===== src/sv/ipdp_pkg.sv =====
// Shared types and constants for the dotted-decimal IPv4 text parser.
package ipdp_pkg;

  localparam logic [7:0] ASCII_ZERO = 8'h30;
  localparam logic [7:0] ASCII_NINE = 8'h39;
  localparam logic [7:0] ASCII_DOT  = 8'h2E;

  localparam int unsigned OCTET_MAX   = 255;
  localparam int unsigned MAX_COMP    = 4;
  // only the first three components are stored; the last comes from the run value
  localparam int unsigned NUM_STORED  = 3;
  localparam int unsigned SHIFT_A     = 24;
  localparam int unsigned SHIFT_B     = 16;

  typedef struct packed {
    logic [NUM_STORED-1:0][7:0] comp;
    logic [2:0]                 total;
    logic [7:0]                 run;
    logic                       seen;
    logic                       failed;
  } parse_state_t;

  typedef struct packed {
    logic        en;
    logic [31:0] address;
    logic        ok;
  } parse_result_t;

endpackage


===== src/sv/ipdp_step.sv =====
// Per-byte parse update: next parse state and the result for a final byte.
module ipdp_step (
  input  logic [7:0]             text_byte,
  input  logic                   last_byte,
  input  logic                   empty_string,
  input  ipdp_pkg::parse_state_t st,
  output ipdp_pkg::parse_state_t st_nxt,
  output ipdp_pkg::parse_result_t res
);
  import ipdp_pkg::*;

  parse_state_t tk;
  logic [11:0]  acc;
  logic         is_digit;
  logic [31:0]  addr;
  logic         ok;

  assign is_digit = text_byte inside {[ASCII_ZERO:ASCII_NINE]};
  assign acc = ({4'd0, st.run} << 3) + ({4'd0, st.run} << 1) + {8'd0, text_byte[3:0]};

  always_comb begin
    tk = st;
    if (!st.failed) begin
      if (is_digit) begin
        if (acc > 12'(OCTET_MAX)) begin
          tk.failed = 1'b1;
        end else begin
          tk.run  = acc[7:0];
          tk.seen = 1'b1;
        end
      end else if (text_byte != ASCII_DOT || last_byte || st.total >= 3'(MAX_COMP)) begin
        tk.failed = 1'b1;
      end else begin
        if (st.total < 3'(NUM_STORED)) begin
          tk.comp[st.total[1:0]] = st.seen ? st.run : 8'd0;
        end
        tk.total = st.total + 3'd1;
        tk.run   = 8'd0;
        tk.seen  = 1'b0;
      end
    end
  end

  always_comb begin
    case (tk.total)
      3'd0:    addr = {24'd0, tk.run};
      3'd1:    addr = ({24'd0, tk.comp[0]} << SHIFT_A) | {24'd0, tk.run};
      3'd2:    addr = ({24'd0, tk.comp[0]} << SHIFT_A) | ({24'd0, tk.comp[1]} << SHIFT_B)
                      | {24'd0, tk.run};
      default: addr = {tk.comp[0], tk.comp[1], tk.comp[2], tk.run};
    endcase
  end

  assign ok = !empty_string && !tk.failed && tk.seen && tk.total < 3'(MAX_COMP);

  always_comb begin
    res.en      = last_byte || empty_string;
    res.ok      = ok;
    res.address = ok ? addr : 32'd0;
    st_nxt      = res.en ? '0 : tk;
  end

endmodule


===== src/sv/ipdp_out_reg.sv =====
// Result register: holds one item for the output channel under stall.
module ipdp_out_reg (
  input  logic                    clk,
  input  logic                    rst_n,
  input  ipdp_pkg::parse_result_t res,
  output logic                    free,
  output logic                    out_vld,
  input  logic                    out_stall,
  output logic [31:0]             out_address,
  output logic                    out_address_valid
);
  import ipdp_pkg::*;

  logic        valid_r;
  logic        valid_nxt;
  logic [31:0] addr_r;
  logic        ok_r;
  logic        load;

  assign free      = !valid_r || !out_stall;
  assign load      = res.en && free;
  assign valid_nxt = load ? 1'b1 : (out_stall ? valid_r : 1'b0);

  always_ff @(posedge clk) begin
    if (!rst_n) begin
      valid_r <= 1'b0;
    end else begin
      valid_r <= valid_nxt;
    end
  end

  always_ff @(posedge clk) begin
    if (load) begin
      addr_r <= res.address;
      ok_r   <= res.ok;
    end
  end

  assign out_vld           = valid_r;
  assign out_address       = addr_r;
  assign out_address_valid = ok_r;

endmodule


===== src/sv/ipv4_dotted_text_parser.sv =====
// Top level of the dotted-decimal IPv4 text parser.
// Usage:
//   Input channel (in_valid / in_stall): one byte of the address string per
//   item, in_last_byte on the final byte; in_empty_string marks a zero-length
//   string (the byte is ignored) and also abandons any string in progress.
//   Output channel (out_vld / out_stall): one item per string, given for its
//   final byte: out_address and out_address_valid; the address is 0 when the
//   string does not parse.
//   Path: an accepted item is held in the input register; from there the
//   parse state and, for a final byte, the result register load, and
//   out_vld rises when the result register holds the result.
//   Throughput: one byte per cycle unless a final byte stalls; the parse
//   state is updated combinationally between the input and result registers.
//   Stall: when out_stall holds a waiting result, a non-final byte still
//   proceeds; a final byte waits in the input register and in_stall rises.
//   Reset: synchronous, rst_n low; clears both valid flags and the parse state.
module ipv4_dotted_text_parser (
  input  logic        clk,
  input  logic        rst_n,
  input  logic        in_valid,
  output logic        in_stall,
  input  logic [7:0]  in_text_byte,
  input  logic        in_last_byte,
  input  logic        in_empty_string,
  output logic        out_vld,
  input  logic        out_stall,
  output logic [31:0] out_address,
  output logic        out_address_valid
);
  import ipdp_pkg::*;

  logic          s1_v_r;
  logic          s1_v_nxt;
  logic [7:0]    s1_byte_r;
  logic          s1_last_r;
  logic          s1_empty_r;
  parse_state_t  st_r;
  parse_state_t  st_nxt;
  parse_result_t res;
  parse_result_t res_gated;
  logic          free;
  logic          s1_go;
  logic          in_take;

  ipdp_step u_step (
    .text_byte    (s1_byte_r),
    .last_byte    (s1_last_r),
    .empty_string (s1_empty_r),
    .st           (st_r),
    .st_nxt       (st_nxt),
    .res          (res)
  );

  assign s1_go   = s1_v_r && (!res.en || free);
  assign in_stall = s1_v_r && !s1_go;
  assign in_take = in_valid && !in_stall;
  assign s1_v_nxt = in_take ? 1'b1 : (s1_go ? 1'b0 : s1_v_r);

  always_comb begin
    res_gated    = res;
    res_gated.en = res.en && s1_v_r;
  end

  ipdp_out_reg u_out (
    .clk               (clk),
    .rst_n             (rst_n),
    .res               (res_gated),
    .free              (free),
    .out_vld           (out_vld),
    .out_stall         (out_stall),
    .out_address       (out_address),
    .out_address_valid (out_address_valid)
  );

  always_ff @(posedge clk) begin
    if (!rst_n) begin
      s1_v_r <= 1'b0;
      st_r   <= '0;
    end else begin
      s1_v_r <= s1_v_nxt;
      if (s1_go) begin
        st_r <= st_nxt;
      end
    end
  end

  always_ff @(posedge clk) begin
    if (in_take) begin
      s1_byte_r  <= in_text_byte;
      s1_last_r  <= in_last_byte;
      s1_empty_r <= in_empty_string;
    end
  end

`ifndef NO_ASSERTIONS
  a_invalid_zero: assert property (@(posedge clk) disable iff (!rst_n)
    out_vld && !out_address_valid |-> out_address == 32'd0)
    else $error("invalid result carries a non-zero address");

  a_total_range: assert property (@(posedge clk) disable iff (!rst_n)
    st_r.total <= 3'(MAX_COMP))
    else $error("component count out of range");

  a_stall_full: assert property (@(posedge clk) disable iff (!rst_n)
    in_stall |-> s1_v_r && res.en && out_vld && out_stall)
    else $error("input stalled without a blocked result");

  a_clear_after_end: assert property (@(posedge clk) disable iff (!rst_n)
    s1_go && (s1_last_r || s1_empty_r) |=> st_r.total == 3'd0 && !st_r.seen && !st_r.failed)
    else $error("parse state not cleared after a final item");

  a_result_loaded: assert property (@(posedge clk) disable iff (!rst_n)
    s1_go && (s1_last_r || s1_empty_r) |=> out_vld)
    else $error("final item gave no result");
`endif

endmodule


===== config.mk =====
export PLATFORM = sky130hd
export DESIGN_NAME = ipv4_dotted_text_parser
export DESIGN_NICKNAME = d
export VERILOG_FILES = /design/src/sv/ipdp_pkg.sv /design/src/sv/ipdp_step.sv /design/src/sv/ipdp_out_reg.sv /design/src/sv/ipv4_dotted_text_parser.sv
export SDC_FILE = /design/constraint.sdc
export NUM_CORES = 1
export LEC_CHECK = 0
export BUFFER_PORTS_ARGS = -buffer_cell sky130_fd_sc_hd__clkbuf_2
export CAP_MARGIN = 5
export CELL_PAD_IN_SITES_DETAIL_PLACEMENT = 0
export CELL_PAD_IN_SITES_GLOBAL_PLACEMENT = 1
export CORE_MARGIN = 2
export CORE_UTILIZATION = 30
export DETAILED_ROUTE_END_ITERATION = 12
export PLACE_DENSITY_LB_ADDON = 0.12
export SYNTH_ARGS = -nofsm -noshare
export SYNTH_HDL_FRONTEND = slang
export SYNTH_HIERARCHICAL = 1
export SYNTH_SLANG_ARGS = --single-unit

===== constraint.sdc =====
create_clock -name clk -period 2.88 [get_ports clk]
set_clock_uncertainty 0.2 [all_clocks]
set_input_delay 0.288 -clock clk [delete_from_list [all_inputs] [get_ports clk]]
set_output_delay 0.288 -clock clk [all_outputs]
set_load 0.005 [all_outputs]

* Yosys cells after proc, flatten, opt, wreduce, memory -nomap -nowiden
Index checks and enable logic that the tools add are counted.
** Storage, ports and cells
- Register bits :: 82
- Bits in latches :: 0
- Memory bits (writable) :: 0
- Memory bits (read-only) :: 0
- Bits of input ports :: 14
- Output and inout port bits :: 35
- Logic and storage cells :: 74
- Memories :: 0
** Cells by class
- $add $sub $neg :: 3
- $mul :: 0
- Div/mod/pow operators :: 0
- Order comparisons :: 8
- Eq/ne operators :: 4
- Shift operators :: 0
- Muxes and demuxes :: 18
- Bitwise operators :: 3
- Reductions and logical operators :: 24
** Operators by type and width (number)
- $pmux W32 S3 :: 1
- $mux W37 :: 2
- $or A32 B8 Y32 :: 2
- $mux W36 :: 1
- $or A32 B24 Y32 :: 1
- $mux W27 :: 1
- $bwmux W24 :: 1
- $mux W24 :: 1
- $demux W8 S2 :: 1
- $mux W8 :: 2
- $add A11 B9 Y12 :: 1
- $add A12 B4 Y12 :: 1
- $gt A12 B8 Y1 const B :: 1
- $logic_and A1 B1 Y1 :: 10
- $mux W10 :: 1
- $mux W9 :: 1
- $ge A8 B6 Y1 const B :: 1
- $le A8 B6 Y1 const B :: 1
- $ne A8 B6 Y1 const B :: 1
- $logic_not A1 Y1 :: 7
- $mux W1 :: 6
- $logic_or A1 B1 Y1 :: 5
- $add A3 B1 Y3 const B :: 1
- $eq A3 B1 Y1 const B :: 1
- other kinds (9) :: 9

* Depth between registers and ports, before layout
Gate-level depths: netlist (run 1).
- Depth after elaboration :: 13
- Gate-level depth with buffers :: 12

* Modules after synthesis
The synthesis (run 1) kept the hierarchy.
** By module, submodules not included
- ipv4_dotted_text_parser :: instances 1, cells each 177, area each 1863.0 um^2
- ipdp_step :: instances 1, cells each 232, area each 1564.0 um^2
- ipdp_out_reg :: instances 1, cells each 38, area each 1032.2 um^2

* Worst setup path before layout (run 1)
No wires, ideal clock.
- Path kind :: register -> register
- From :: reg s1_byte_r[3]
- To :: reg u_out.addr_r[15], in the netlist u_out/out_address[15], data pin
- Arrival time :: 2.773 ns
- Slack :: -0.236 ns
- Stages on the path, launching flop included :: 10
- Period minus slack after synthesis :: 3.116 ns
- Cells stage by stage :: edfxtp_1 -> fa_1 -> inv_1 -> fa_1 -> nor2b_1 -> o211ai_1 -> a221o_1 -> a21oi_2 -> o2111ai_2 -> nor2_1
** On the way
- Cells in the longest elaborated chain, start to end :: 10
- Elaborated cells on any way between the ends :: 24
** Ends and longest elaborated chain
- from (decl) :: line ipv4_dotted_text_parser.sv:34 : logic [7:0] s1_byte_r;
- from (signal assigned) :: line ipv4_dotted_text_parser.sv:89 : s1_byte_r <= in_text_byte;
- parallel branches: the longest is 5 deep, another holds $add A12 B4 Y12
- $mux W37 * :: line ipdp_step.sv:23 : if (!st.failed) begin
- $logic_not A1 Y1 :: line ipdp_step.sv:54 : assign ok = !empty_string && !tk.failed && tk.seen && tk.total < 3'(MAX_COMP);
- $logic_and A1 B1 Y1 (3 in series) :: line ipdp_step.sv:54
- to (signal assigned) :: line ipdp_out_reg.sv:34 : addr_r <= res.address;
- to (decl) :: line ipdp_out_reg.sv:16 : logic [31:0] addr_r;
Every way passes the cells marked *.
A chain may end at the register's enable or synchronous reset.

==> summary.txt, run 1 <==
Clocking
  – Clk buf depth: 2
  – # H-tree levels: 3
  – Cts bufs inserted: 9
  – Clock sink count: 82
  – TritonCTS clock tree: built
  – Clock latency at the later pin of the worst-skew pair: 340 ps
  – CTS clk-pin slew, worst paths: 60 ps
  – Root Buffer: clkbuf_16

Finish
  – ANT cells: 0
  – Layout area overhead: 31.3%
  – Fin nets: 585
  – Share of layout cells above drive strength 1: 0.276
  – Number of fill cells: about 1500

Timing
  – Fin. Hold Viols: 0
  – Final Slew Violations: 0
  – Final setup fails: between 40 and 50
  – Slew headroom: 0.496
  – Fin crit share: 1.13
  – Actual slew at the worst max-slew pin: approximately 760 ps
  – Setup WS post-layout: -374 ps
  – Crit path time final: 3250 ps
  – Fmax: just over 300 MHz
  – Setup TNS: -13130 ps
  – RSZ-0062 raised after global routing: yes

Place
  – Port buffer count: 48
  – GPL Wtd Cong: 0.807
  – Detailed placer's ending HPWL: between 8000 and 9000 microns
  – Pre-CTS setup slack: -394 ps

Worst setup path
  – Startpoint types: flop
  – WS Path Type: reg2reg
  – Critical Path AT: around 3300 ps
  – CP max FO: 6
  – Crit-path cells: fa_2, inv_2, fa_2, nor2b_2, o211ai_1, a221o_2, a21boi_4, nand2_4, o31ai_4, nand2_1, mux2i_1
  – Critical Path RT: ~3000 ps
  – Crit path largest cell delay: about 580 ps
  – Crit-path most repeated cell: fa_2
  – Critical path's slowest cell: fa_2
  – Critical Path End Type: flop

Detailed routing
  – DRC: 0
  – Drt pass-1 iters: 4
  – Routed wire length: 11800 microns
  – Vias/cell: approximately 4.8
  – Iter 0 DRT Violations: approximately 170
  – Routed len/inst: 15.9 microns
  – Routed Antenna Nets: 0
  – Vias: ~3500

Floorplan
  – Die Span Y: 126 microns
  – Die width: ~130 microns
  – Die Footprint: between 0.015 and 0.02 sq mm
  – Core area: approximately 0.015 sq mm
  – I/O pin total: 49
  – Initial core utilization: 0.307
  – Site Rows: 44

Run status
  – Failing checks: negative setup slack
  – Status: finished, violations left

GRT
  – Antenna violations before repair: 0
  – Largest net degree at the start of global routing: 77
  – First-pass GRT wire length: 19000 microns
  – Global route total overflow: 0
  – Total track usage: 0.154
  – Vias in the first global route: 3520

Logic synthesis
  – Predominant post-synthesis flop cell: edfxtp_1
  – Netlist Area Pre-Place: between 0.004 and 0.005 sq mm
  – Yosys warnings: 6
  – Post-synth ARST share: 0
  – Synth Register Bits: slightly above 80
  – Syn Area/Cell: around 10 sq um
  – Yosys cell types: 52
  – Post-Syn Nets: just under 500
  – Post-Synthesis Cells: 447
  – EDFF count, synth: 43
  – Register area share after synthesis: 0.465

Pwr
  – Worst vdd ir: approximately 290 uV
  – Pleak: between 2 and 2.5 nW
  – Power Dens Cells: approximately 450 mW/mm^2

Hold path
  – Worst hold path class: in2reg

Flow run
  – # Max-Cap Violations: 0
-- state kept, by name (all words and copies together) (netlist names) --
signal and cells:
u_out/out_address 32, s1_byte_r 8, u_out/out_address_valid 1, st_r 37
s1_v_r 1, u_out/out_vld 1, s1_empty_r 1, s1_last_r 1
-- synth_stat cells, types with 2 or more instances --
library cell / n / area (sq um)
clkbuf_1: 7 / 26.3
mux2i_1: 63 / 631
and4_1: 4 / 35.0
nand3_1: 6 / 30.0
nand4_1: 2 / 12.5
buf_4: 2 / 15.0
and3_1: 3 / 18.8
inv_1: 13 / 48.8
xnor2_1: 3 / 26.3
o21ai_0: 3 / 15.0
edfxtp_1: 43 / 1290
buf_12: 3 / 60.1
nand2_1: 89 / 334
dfxtp_1: 39 / 781
fa_1: 2 / 40.0
a21oi_1: 20 / 100
buf_2: 7 / 35.0
a21boi_2: 2 / 22.5
o211ai_1: 7 / 52.6
and2_1: 12 / 75.1
ha_1: 19 / 238
a211oi_2: 2 / 25.0
nor2b_1: 4 / 25.0
nor2_1: 62 / 233
o2111ai_2: 3 / 45.0
-- critical path, delay by kind of cell, from the launching register on --
| family | cells | cell delay, ps |
|---|---|---|
| buf+inv | 1 | 40 |
| fa+ha+maj | 2 | 930 |
| simple gates | 3 | 360 |
| compound gates | 4 | 1100 |
| mux | 1 | 140 |
| flops | 1 | 420 |
-- placed cells by master, fill, tap and decap left out, types with 3 or more instances in the layout --
master,synthesis,final
inv_1,13,12
and4_1,4,4
o211ai_1,7,7
mux2i_1,63,63
and2_1,12,11
nand3_1,6,3
clkbuf_2,0,48
edfxtp_1,43,43
nor2_2,0,4
dlygate4sd3_1,0,11
nor2_4,0,3
nor2b_1,4,3
ha_1,19,18
buf_12,3,5
a21oi_1,20,18
xnor2_1,3,3
and3_1,3,3
o2111ai_4,0,3
clkbuf_16,0,9
dfxtp_1,39,39
nand2_1,89,88
buf_4,2,46
nor2_1,62,55
-- stage by stage --
| stage | cells | total power [mW] | instance area, sq um | util | hold slack (ps) |
|---|---|---|---|---|---|
| after floorplan | 447 | 1.37 | 4480 | - | 187 |
| after global placement | 700 | 1.42 | 5170 | 0.356 | 242 |
| after detailed placement | 700 | 1.42 | 5170 | 0.356 | 248 |
| after CTS | 732 | 2.67 | 5700 | 0.392 | 14.5 |
| after global routing | 739 | 2.74 | 5850 | 0.403 | 27.0 |
| final | 739 | 2.64 | 5850 | 0.403 | 25.5 |
-- cell families (layout without fill, tap and decap cells) --
family,count (synthesis),after routing,share of synthesized area
fa+ha+maj,21,21,0.0623
simple gates,189,189,0.184
xor+xnor,4,4,0.00786
compound gates,54,54,0.0951
buf+inv,34,142,0.0449
mux,63,63,0.141
flops,82,82,0.465
-- final timing paths --
| kind | slack, ps | from | end | cells after the start |
|---|---|---|---|---|
| worst max-delay path | -370 | s1_byte_r[3] | st_r[5] | 11 |
| worst min-delay path | 30 | out_stall | u_out/out_vld | 3 |
| worst max register to register | -370 | s1_byte_r[3] | st_r[5] | 11 |
| worst min register to register | 260 | st_r[21] | st_r[21] | 2 |
-- repair_timing --
| action | 4_1_cts | 5_1_grt |
|---|---|---|
| hold buffers | 11 | 0 |
| resized for setup | 8 | 26 |
| pin swaps | 7 | 14 |
| hold endpoints to repair | 11 | 0 |
| setup buffers | 5 | 7 |
| endpoints found under the setup margin | 43 | 43 |
-- layout make-up --
type                       instances  area (sq um)  share of cell area
clock inverter                     6          81.3              0.0139
inverter                          14          52.6             0.00898
sequential                        82          2070               0.354
multi-input combinational        331          2370               0.405
clock buffer                      10           229              0.0391
tap                              184           230              0.0393
timing repair buffer             112           818               0.140
-- per-layer routing --
metal / track usage / part of all wire / vias up
met5: 0 / 0 / -
met2: 0.250 / 0.48 / 60
met3: 0.0344 / 0.032 / 13
met1: 0.206 / 0.47 / 1710
li1: - / - / 1763
met4: 0.0459 / 0.013 / 0
-- power by group --
part	switching, mW	internal, mW
clock	0.468	0.754
sequential	0.00916	1.25
combinational	0.0933	0.0727
total	0.571	2.07
(Power assumes the default switching activity.)
==> run 2, diff against run 1 <==
--- a/config.mk
+++ b/config.mk
@@ -10,10 +10,9 @@
 export CELL_PAD_IN_SITES_DETAIL_PLACEMENT = 0
 export CELL_PAD_IN_SITES_GLOBAL_PLACEMENT = 1
 export CORE_MARGIN = 2
-export CORE_UTILIZATION = 30
+export CORE_UTILIZATION = 41
 export DETAILED_ROUTE_END_ITERATION = 12
 export PLACE_DENSITY_LB_ADDON = 0.12
 export SYNTH_ARGS = -nofsm -noshare
 export SYNTH_HDL_FRONTEND = slang
-export SYNTH_HIERARCHICAL = 1
 export SYNTH_SLANG_ARGS = --single-unit
==> summary.txt, run 2 <==
Logic synthesis
  – Post-Syn Nets: approximately 430
  – Yosys warnings: 0
  – Register area share after synthesis: 0.521
  – Predominant post-synthesis flop cell: edfxtp_1
  – Most common cell in the netlist: nor2_1
  – Syn Area/Cell: just over 10 sq um
  – Post-synth ARST share: 0
  – Post-synth top area share: 0.325
  – Most instantiated cells after synthesis: nor2_1 (49), edfxtp_1 (43), dfxtp_1 (39), a21oi_1 (38), nor2b_1 (31)
  – EDFF count, synth: 43
  – Synth Register Bits: 82
  – Netlist Area Pre-Place: between 0.003 and 0.004 sq mm
  – Yosys top cell by area: edfxtp_1
  – Yosys cell types: 46
  – Post-Synthesis Cells: around 400
  – Top post-synthesis cells by area: edfxtp_1 (32%), dfxtp_1 (20%), ha_1 (6.0%), nor2b_1 (4.9%), a21oi_1 (4.8%)

Pwr
  – Combinational share of power: 0.050
  – Sequential Power Share: 0.557
  – NetSw: just under 0.5 mW
  – Switching share of power: 0.212
  – Internal power: 1.78 mW
  – Power Dens Cells: around 440 mW/mm^2
  – Worst vdd ir: 209 uV
  – Clock share of power: 0.393
  – Pleak: ~1.8 nW
  – Power Total: 2.26 mW

Place
  – Port buffer count: 48
  – GPL Wtd Cong: between 0.8 and 0.9
  – Post-DP Area: approximately 0.0046 sq mm
  – Placed cells: just under 600
  – Detailed placer's ending HPWL: roughly 6600 microns

Timing
  – Crit path time final: roughly 3000 ps
  – Slew headroom: 0.488
  – Final Slew Violations: 0
  – RSZ-0062 raised after global routing: yes
  – Final setup fails: 40
  – Fin crit share: 1.03
  – Fin. Hold Viols: 0
  – Hold Slack: roughly 130 ps
  – Fmax: between 300 and 400 MHz
  – Actual slew at the worst max-slew pin: around 770 ps
  – Setup WS post-layout: -99.3 ps

Finish
  – Reg with most FFs: st_r
  – Number of fill cells: between 800 and 900
  – Reg area: approximately 0.0021 sq mm
  – Share of layout cells above drive strength 1: 0.299
  – Commonest non-fill, non-tap cell in the layout: clkbuf_2
  – ANT cells: 0
  – Max reg flops: 37
  – Fin nets: 520
  – Layout area overhead: 29.0%
  – Finished Cell Area: ~0.0051 sq mm
  – Most frequent cells in the layout: clkbuf_2 (48), nor2_1 (44), edfxtp_1 (43), dfxtp_1 (38), a21oi_1 (37)
  – Finished Layout Cells: around 600
  – Core Util, Final: 0.550
  – Area of the multi-input gates: slightly below 0.002 sq mm

Clocking
  – CTS clk-pin slew, worst paths: around 80 ps
  – Root Buffer: clkbuf_8
  – # H-tree levels: 3
  – Clock latency at the later pin of the worst-skew pair: about 340 ps
  – Clk buf depth: 2
  – TritonCTS clock tree: built
  – Cts bufs inserted: 9
  – Clock sink count: 82

GRT
  – Antenna violations before repair: 0
  – Vias in the first global route: about 3000
  – Largest net degree at the start of global routing: 35
  – First-pass GRT wire length: about 16000 microns
  – Total track usage: 0.195
  – Global route total overflow: 0

Detailed routing
  – Routed len/inst: approximately 15 microns
  – DRC: 0
  – Routed Antenna Nets: 0
  – Vias/cell: 5.23
  – Iter 0 DRT Violations: between 150 and 200
  – Drt pass-1 iters: 4
  – Vias: 3234
  – Routed wire length: between 9000 and 10000 microns

Floorplan
  – Die width: 103 microns
  – Site Rows: 35
  – Core area: between 0.009 and 0.01 sq mm
  – Die Span Y: between 100 and 150 microns
  – Die Footprint: between 0.01 and 0.015 sq mm
  – I/O pin total: 49
  – Initial core utilization: 0.427

Run status
  – Failing checks: negative setup slack
  – Status: finished, violations left

Flow run
  – # Max-Cap Violations: 0

Worst setup path
  – Startpoint types: flop
  – CP max FO: 9
  – Critical Path RT: roughly 2900 ps
  – WS Path Type: reg2reg
  – Critical Path AT: approximately 3000 ps
  – Critical Path End Type: flop

Hold path
  – Worst hold path class: in2reg
run 2: cell types whose count changed in the layout (fill, tap and decap cells not counted), moves of 13 or more:
cell and change:
nor2b_1 +25, a32oi_1 +16, nand2_1 -60, mux2i_1 -62
buf_4 -13, a21oi_1 +19
run 2: cell type report:
cell class / count / share of cell area
Inverter: 10 / 0.00731
Clock buffer: 9 / 0.0241
Clock inverter: 6 / 0.0161
Timing Repair Buffer: 97 / 0.133
Tap cell: 129 / 0.0314
Multi-Input combinational cell: 285 / 0.384
Sequential cell: 82 / 0.404
run 2: per-stage QoR:
step	setup slack [ps]	setup TNS, ps
6_report	-99.3	-2250
4_1_cts	-90.0	-2110
3_5_place_dp	-159	-3390
3_3_place_gp	-48.2	-725
2_1_floorplan	49.7	0
5_1_grt	-237	-8060
run 2: what timing repair did:
item	in CTS	in global routing
setup endpoints to repair	42	43
buffers inserted	4	0
gates resized for setup	21	11
gates cloned	2	0
pin swaps	4	10
hold buffers	11	0
endpoints found under the hold margin	11	0
run 2: cells by family (layout without fill, tap and decap cells):
group,after synthesis,after routing,synth area share
AOI/OAI and AO/OA,84,84,0.133
xor gates and xnor gates,4,4,0.00881
adders and majority gates,21,21,0.0698
buffers and inverters,26,122,0.0274
DFF,82,82,0.521
muxes,3,3,0.00755
and+or+nand+nor,171,173,0.233
run 2: critical path, stage by stage (launching register included):
cell and delay, ps:
edfxtp_1 420, fa_1 520, inv_1 60, fa_2 370
nor2b_4 140, o2111ai_2 110, nand3b_1 190, mux2i_4 290
buf_12 150, nand3b_4 120, buf_12 170, nor2b_1 100
run 2: routing by layer:
layer / GRT usage / wire (microns) / vias to the layer above
li1: - / - / 1607
met1: 0.279 / 4530 / 1520
met2: 0.304 / 4400 / 94
met3: 0.0264 / 507 / 13
met4: 0.0718 / 135 / 0
met5: 0 / 0 / -
run 2: final timing paths:
kind                              startpoint              endpoint  slack (ps)  depth (start not counted)
worst max-delay path            s1_byte_r[3]  u_out.out_address[5]        -100                         11
worst min-delay path               out_stall         u_out.out_vld         130                          3
worst max register to register  s1_byte_r[3]  u_out.out_address[5]        -100                         11
worst min register to register      st_r[27]              st_r[27]         270                          2
run 2: power by group through the flow:
stage	registers (mW)	logic, mW	clock network (mW)
finish	1.26	0.113	0.888
global route	1.26	0.125	0.953
CTS	1.26	0.113	0.900
detailed placement	1.29	0.0969	0
global placement	1.29	0.0959	0
floorplan	1.29	0.0518	0
==> run 3, diff against run 2 <==
--- a/config.mk
+++ b/config.mk
@@ -5,13 +5,13 @@
 export SDC_FILE = /design/constraint.sdc
 export NUM_CORES = 1
 export LEC_CHECK = 0
-export BUFFER_PORTS_ARGS = -buffer_cell sky130_fd_sc_hd__clkbuf_2
 export CAP_MARGIN = 5
 export CELL_PAD_IN_SITES_DETAIL_PLACEMENT = 0
 export CELL_PAD_IN_SITES_GLOBAL_PLACEMENT = 1
 export CORE_MARGIN = 2
-export CORE_UTILIZATION = 41
+export CORE_UTILIZATION = 45
 export DETAILED_ROUTE_END_ITERATION = 12
+export DONT_BUFFER_PORTS = 1
 export PLACE_DENSITY_LB_ADDON = 0.12
 export SYNTH_ARGS = -nofsm -noshare
 export SYNTH_HDL_FRONTEND = slang
==> summary.txt, run 3 (synthesis results as in run 2) <==
Place
  – Detailed placer's ending HPWL: about 6500 microns
  – Placed cells: 515
  – Post-DP Area: 0.00431 sq mm
  – Pre-CTS setup slack: -134 ps
  – Port buffer count: 0
  – GPL Wtd Cong: 0.808

Detailed routing
  – Routed wire length: 9660 microns
  – Vias/cell: 5.52
  – Vias: between 3000 and 4000
  – Routed len/inst: 17.4 microns
  – Routed Antenna Nets: 0
  – DRC: 0
  – Iter 0 DRT Violations: between 150 and 200
  – Drt pass-1 iters: 4

Clocking
  – CTS clk-pin slew, worst paths: about 90 ps
  – Clock sink count: 82
  – TritonCTS clock tree: built
  – # H-tree levels: 3
  – Clock latency at the later pin of the worst-skew pair: 360 ps
  – Clk buf depth: 2
  – Cts bufs inserted: 9
  – Root Buffer: clkbuf_8

Worst setup path
  – Reg-to-reg startpoint: s1_byte_r[3]
  – Register-to-register path setup slack: -90 ps
  – Critical path's slowest cell: fa_1
  – Depth of the most critical reg-to-reg path: 11
  – Crit-path cells: fa_1, inv_2, fa_2, nor2b_2, o2111ai_1, nand3b_1, mux2i_4, buf_12, nand3b_4, buf_2, nor2_1
  – WS Path Type: reg2reg
  – Buf/Inv on CP: 3
  – R2r endpoint: u_out.out_address[0]
  – CP max FO: 6
  – Critical Path RT: 2900 ps
  – CP delay by family, top: adder cells
  – Critical Path End Type: flop
  – Crit path largest cell delay: between 500 and 600 ps
  – Startpoint types: flop
  – Critical Path AT: roughly 3000 ps

Finish
  – Finished Cell Area: about 0.005 sq mm
  – Reg with most FFs: st_r
  – Area of the multi-input gates: slightly above 0.002 sq mm
  – Most frequent cells in the layout: edfxtp_1 (43), nor2_1 (40), a21oi_1 (37), dfxtp_1 (37), buf_4 (31)
  – Commonest non-fill, non-tap cell in the layout: edfxtp_1
  – Share of layout cells above drive strength 1: 0.246
  – Fin nets: roughly 480
  – Finished Layout Cells: around 560
  – ANT cells: 0
  – Core Util, Final: 0.575
  – Reg area: 0.00207 sq mm
  – Layout area overhead: 24.9%
  – Max reg flops: 37
  – Number of fill cells: 787

GRT
  – Total track usage: 0.206
  – Vias in the first global route: 2945
  – Antenna violations before repair: 0
  – Global route total overflow: 0
  – First-pass GRT wire length: roughly 15000 microns
  – Largest net degree at the start of global routing: 34

Hold path
  – Hold depth: 3
  – Hold path startpoint: rst_n
  – Worst hold path class: in2reg
  – Hold Path Sink: st_r[2]

Floorplan
  – Die width: between 90 and 100 microns
  – Site Rows: 34
  – Initial core utilization: 0.461
  – Die Span Y: roughly 100 microns
  – I/O pin total: 49
  – Die Footprint: between 0.009 and 0.01 sq mm
  – Core area: 0.00864 sq mm

Run status
  – Failing checks: negative setup slack
  – Status: finished, violations left

Timing
  – Fin. Hold Viols: 0
  – Fmax: ~340 MHz
  – Slew headroom: 0.359
  – Actual slew at the worst max-slew pin: 958 ps
  – Setup WS post-layout: -93.2 ps
  – Hold Slack: 115 ps
  – Crit path time final: 2970 ps
  – RSZ-0062 raised after global routing: yes
  – Final Slew Violations: 0
  – Final setup fails: 38
  – Fin crit share: 1.03
  – Setup TNS: -2500 ps

Pwr
  – Power Dens Cells: 447 mW/mm^2
  – Worst vdd ir: 249 uV
  – Pleak: 1.67 nW
  – Power Total: approximately 2.2 mW

Flow run
  – # Max-Cap Violations: 0
-- run 3: per-layer routing --
metal	global-route usage	wire (microns)	vias up
met2	0.315	4480	86
li1	-	-	1522
met5	0	0	-
met4	0.0694	70	0
met1	0.290	4630	1447
met3	0.0472	472	6
-- run 3: area by class of cell --
cell class,count,share of cell area
Inverter,10,0.00755
Sequential cell,82,0.417
Clock buffer,9,0.0249
Multi-Input combinational cell,285,0.409
Tap cell,108,0.0272
Timing Repair Buffer,54,0.0987
Clock inverter,7,0.0154
-- run 3: timing repair --
action,in CTS,in global routing
hold buffers,13,0
gates resized for setup,34,34
gates cloned,2,1
endpoints found under the setup margin,42,43
buffers inserted,5,3
pin swaps,24,12
hold endpoints to repair,41,0
-- run 3: worst min-delay path: cells and delay by family --
family / cells / cell delay (ps)
AO/OA/AOI/OAI: 2 / 140
AND/OR/NAND/NOR: 1 / 210
-- run 3: worst max path at each step --
| stage | depth (start not counted) | start | slack, ps | to |
|---|---|---|---|---|
| after floorplan | 10 | s1_byte_r[3] | 50 | u_out.out_address[28] |
| after global placement | 10 | s1_byte_r[3] | -70 | st_r[4] |
| after detailed placement | 10 | s1_byte_r[3] | -130 | st_r[4] |
| after CTS | 11 | s1_byte_r[3] | -80 | u_out.out_address[6] |
| after global routing | 10 | s1_byte_r[3] | -180 | u_out.out_address[28] |
| final | 11 | s1_byte_r[3] | -90 | u_out.out_address[0] |
-- run 3: power by group --
group          switching (mW)  leakage [nW]  internal (mW)
combinational          0.0536         0.831         0.0416
sequential             0.0139         0.737           1.25
clock                   0.455        0.0979          0.407
